**config.mk**
```make
export PLATFORM = sky130hd
export DESIGN_NAME = irs_ctrl
export DESIGN_NICKNAME = d
export VERILOG_FILES = /design/src/design/irs_pkg.sv /design/src/design/irs_ctrl.sv
export SDC_FILE = /design/constraint.sdc
export NUM_CORES = 1
export LEC_CHECK = 0
export BUFFER_PORTS_ARGS = -buffer_cell sky130_fd_sc_hd__buf_2
export CORE_AREA = 5 5 42 44
export DETAILED_ROUTE_END_ITERATION = 7
export DIE_AREA = 0 0 47 49
export SYNTH_ARGS = -nofsm -noshare
export SYNTH_HDL_FRONTEND = slang
export SYNTH_SLANG_ARGS = --single-unit
```
**constraint.sdc**
```tcl
create_clock -name clk -period 1.3 [get_ports clk]
set_input_delay 0.195 -clock clk [delete_from_list [all_inputs] [get_ports clk]]
set_output_delay 0.195 -clock clk [all_outputs]
set_load 0.005 [all_outputs]
```
**src/design/irs_pkg.sv**
```systemverilog
// ---------------------------------------------------------------------------
// irs_pkg: shared types for the interval row edge sweep
// Coordinate, boundary, word, command and status types, plus the boundary order.
// ---------------------------------------------------------------------------
`default_nettype none

package irs_pkg;

    localparam int MaxRects  = 32;
    localparam int MaxBounds = 2 * MaxRects;
    localparam int CountBits = $clog2(MaxBounds + 1);
    localparam int CoordBits = 32;
    localparam int OvBits    = 8;

    typedef logic signed [CoordBits-1:0] coord_t;
    typedef logic [CountBits-1:0]        count_t;
    typedef logic signed [OvBits-1:0]    overlap_t;

    typedef struct packed {
        coord_t x;
        logic   is_end;
    } bound_t;

    typedef struct packed {
        coord_t x_low;
        coord_t x_high;
        coord_t line_y;
        logic   last_rect;
    } in_item_t;

    typedef struct packed {
        coord_t seg_x_start;
        coord_t seg_x_end;
        coord_t seg_y;
        logic   last_segment;
        logic   none_found;
        logic   store_overflow;
    } out_item_t;

    // Commands from the controller to the datapath.
    typedef struct packed {
        logic ins_start;   // insert x_low of the input word as a start
        logic ins_end;     // insert the held x_high as an end
        logic capture;     // hold x_high and line_y of the input word
        logic set_ovf;     // the input word was dropped
        logic step;        // sweep one boundary
        logic flush;       // deliver the final word of the line
    } cmd_t;

    typedef struct packed {
        logic list_empty;
        logic room;
        logic need_out;
        logic out_free;
    } stat_t;

    // True if a sorts strictly ahead of b: by x, then starts ahead of ends.
    function automatic logic sorts_ahead(bound_t a, bound_t b);
        logic lt;
        logic eq;
        lt = $signed(a.x) < $signed(b.x);
        eq = a.x == b.x;
        return lt || (eq && !a.is_end && b.is_end);
    endfunction

endpackage

`default_nettype wire

```
**src/design/irs_ctrl.sv**
```systemverilog
// ---------------------------------------------------------------------------
// irs_ctrl: controller for the interval row edge sweep
// Sequences insertion of both boundaries, the sweep and the final word.
// ---------------------------------------------------------------------------
`default_nettype none

module irs_ctrl (
    input  wire logic           clk,
    input  wire logic           rst_n,
    input  wire logic           in_valid,
    output logic                in_ready,
    input  wire logic           in_last,
    input  wire irs_pkg::stat_t stat,
    output irs_pkg::cmd_t       cmd
);

    typedef enum logic [1:0] {
        S_IDLE,
        S_END,
        S_SWEEP,
        S_FLUSH
    } state_t;

    state_t state_reg;
    state_t state_next;
    logic   last_reg;
    logic   last_next;

    always_comb
    begin
        state_next = state_reg;
        last_next  = last_reg;
        cmd        = '0;
        in_ready   = 1'b0;
        unique case (state_reg)
            S_IDLE:
            begin
                in_ready = 1'b1;
                if (in_valid)
                begin
                    cmd.capture = 1'b1;
                    last_next   = in_last;
                    if (stat.room)
                    begin
                        cmd.ins_start = 1'b1;
                        state_next    = S_END;
                    end
                    else
                    begin
                        cmd.set_ovf = 1'b1;
                        state_next  = in_last ? S_SWEEP : S_IDLE;
                    end
                end
            end
            S_END:
            begin
                cmd.ins_end = 1'b1;
                state_next  = last_reg ? S_SWEEP : S_IDLE;
            end
            S_SWEEP:
            begin
                if (stat.list_empty)
                    state_next = S_FLUSH;
                else if (!stat.need_out || stat.out_free)
                    cmd.step = 1'b1;
            end
            S_FLUSH:
            begin
                if (stat.out_free)
                begin
                    cmd.flush  = 1'b1;
                    state_next = S_IDLE;
                end
            end
            default:
            begin
                state_next = S_IDLE;
            end
        endcase
    end

    always_ff @(posedge clk or negedge rst_n)
    begin
        if (!rst_n)
        begin
            state_reg <= S_IDLE;
            last_reg  <= 1'b0;
        end
        else
        begin
            state_reg <= state_next;
            last_reg  <= last_next;
        end
    end

endmodule

`default_nettype wire

```
==> flow_summary.toml <==
[outcome]
status = "finished, final reports clean"

[power]
fin_total_pwr_mw = 0.694
ir_worst_vdd_uv = 598
power.leakage_nw = 0.193
power_density_nw_per_um2 = 1980

[yosys]
synth_top_family_by_area = "simple AND/OR/NAND/NOR gates"
synthesis.instances = 20
seq_area_frac_synth_pct = 38.7
yosysWarnings = 0
netlist_area_sq_um = 194
synth_compound_area_share_pct = 9.03
yosys-mux-area-fraction_pct = 12.9
synth_nets = 28
syn-mean-instance-area_sq_um = 9.70
yosys.area_share.simple_pct = 35.5
yosysUniqueCellTypes = 14
synth-xor-area-share_pct = 0
synthAdderAreaFrac_pct = 0
ys_seq_elements = 3

[final_layout]
register_area_sq_um = 77.6
antenna_cells = 0
final_net_count = 50
drive_gt1_share_pct = 63.4
syn2layout_area_growth_pct = 80.6
largest_reg_flops = 2
fillerInstances = 173
multi_input_area_sq_um = 118

[sta]
rsz0062_at_grt = "true"
fin_hold_ws_ns = 0.208
tightest_slew_ns = 0.156
final.min_clock_period_ns = 1.29
finalHoldViolCount = 0
fmax_mhz = 776
drv_slew = 0
period_share_pct = 99.2
maxSlewHeadroom_pct = 89.3
setup_viol = 0
finClkSkew_ns = 0.00432

[global_routing]
grtUsageMet1_pct = 6.64
grt_usage_pct = 7.27
grt-ovfl-total = 0
use_met2_pct = 10.2
antenna_found_initial = 0
grt_start_max_net_pins = 7
grt_util_met3_pct = 2.58
grt_pass1_vias = 260
grt_pass1_wl_um = 1060
top_usage_layer = "met2"

[clock_tree]
cts_buffers = 3
cts.sinks = 3
cts_tree = "done"
insertion_delay_ns = 0.24
clockBufferDepth = 2
root_buffer = "clkbuf_4"
cts_htree_levels = 1
clk_pin_slew_ns = 0.04

[setup_path]
critPathCaptureType = "output pin"
crit_type = "reg2out"
r2r_slack_ns = 0.23
worst_ep_required_time_ns = 1.11
worst_setup_path_start_kind = "register"
slowest_delay_ns = 0.44
cp-startpoint = "state_reg[0]$_DFFE_PN0P_"
r2r-end = "last_reg$_DFFE_PN0P_"
crit_fanout = 5
critPathTopFamily = "flip-flops"
worst_ep_arrival_time_ns = 1.09
crit_buf_inv = 1
worstReg2RegStart = "state_reg[0]$_DFFE_PN0P_"
critPathSlowestCell = "dfrtp_2"
r2r_cells = 3
path_cells = "nor2_4 -> and3_4 -> buf_6"

[detailed_routing]
route.vias.total = 234
first_pass_iters = 2
antenna_left = 0
viasPerCell = 4.11
drtIter0Drc = 1
routed_wl_um = 626
drc = 0
routedWlPerCell_um = 11.0

[min_path]
whs_endpoint = "last_reg$_DFFE_PN0P_"
min_path_cells = 2
min_from = "in_last"
hp-class = "in2reg"

[placed_design]
port_buffers = 14
place.gp.congestion = 0.653
dp_hpwl_um = 439

[die]
start_util_pct = 13.8
dieArea_sq_um = 2300
rows = 14
die_w_um = 47
core_sq_um = 1400
ios = 15
dieHeight_um = 49

[run]
max_cap_violations = 0
-- cell type report --
type                    count  share of cell area, %
clock buffers               4                   7.50
multi-input cells          15                   33.6
repair buffers             17                   28.9
flip-flops and latches      3                   22.1
well taps                  16                   5.71
inverters                   2                   2.14
-- worst reg2reg max path, stage by stage, from the launching register on --
cell,delay (ns)
dfrtp_2,0.44
nor2_4,0.14
nand2_2,0.08
mux2_4,0.29
-- cell usage in the layout (no fill, tap or decap), drive strengths merged --
cell type,count
a21oi,2
clkbuf,4
nor2,3
dfrtp,3
nor2b,2
and3,2
a21o,1
inv,2
mux2,1
nor4b,1
dlygate4sd3,1
nand2,1
mux2i,1
nand3,1
buf,16
-- power breakdown --
part	internal (mW)	switching (mW)	leakage, nW
combinational	0.193	0.117	0.145
clock	0.115	0.0533	0.0150
sequential	0.148	0.0686	0.0332
total	0.456	0.239	0.193
-- worst max-delay path by stage --
stage / end / cells past startpoint / slack [ns]
2_1_floorplan: last_reg$_DFFE_PN0P_ / 3 / 0.25
3_3_place_gp: last_reg$_DFFE_PN0P_ / 3 / 0.21
3_5_place_dp: cmd[1] / 2 / 0.18
4_1_cts: cmd[5] / 3 / -0.002
5_1_grt: cmd[2] / 4 / -0.07
6_report: cmd[5] / 3 / 0.01
-- synthesized netlist by cell type --
cell type	count	area share [%]
a21oi_1	2	5.2
inv_1	2	3.9
nand2_2	1	3.2
nor4b_1	1	4.5
nor2_1	2	3.9
and3_4	1	5.8
a21o_1	1	3.9
nor2_4	1	5.8
nand3_1	1	2.6
and3_1	1	3.2
dfrtp_1	3	39
mux2_4	1	7.7
mux2i_1	1	5.2
nor2b_1	2	6.5
-- metal layers --
layer  routed length [um]  vias up
li1                     -      112
met4                   39        0
met3                   55        4
met5                    0        -
met1                  239      104
met2                  291       14
-- stage by stage --
step	cell area (sq um)	utilization, %	instances	setup slack [ns]	TNS, ns
finish	350	25.0	57	0.0108	0
global route	350	25.0	57	-0.0688	-0.137
CTS	350	25.0	57	-0.00243	-0.00243
detailed placement	284	20.3	50	0.181	0
global placement	284	20.3	50	0.209	0
floorplan	194	-	20	0.247	0
-- cells by family after synthesis --
| logic type | count (synthesis) |
|---|---|
| AOI/OAI and AO/OA | 3 |
| buffers and inverters | 2 |
| DFF | 3 |
| muxes | 2 |
| and+or+nand+nor | 10 |
-- what timing repair did --
item / 4_1_cts / 5_1_grt
gates resized for setup: 4 / 0
hold endpoints to repair: 3 / 0
hold buffers: 1 / 0
buffers inserted: 2 / 0
pin swaps: 2 / 1
endpoints found under the setup margin: 3 / 5
(Power assumes the default switching activity.)
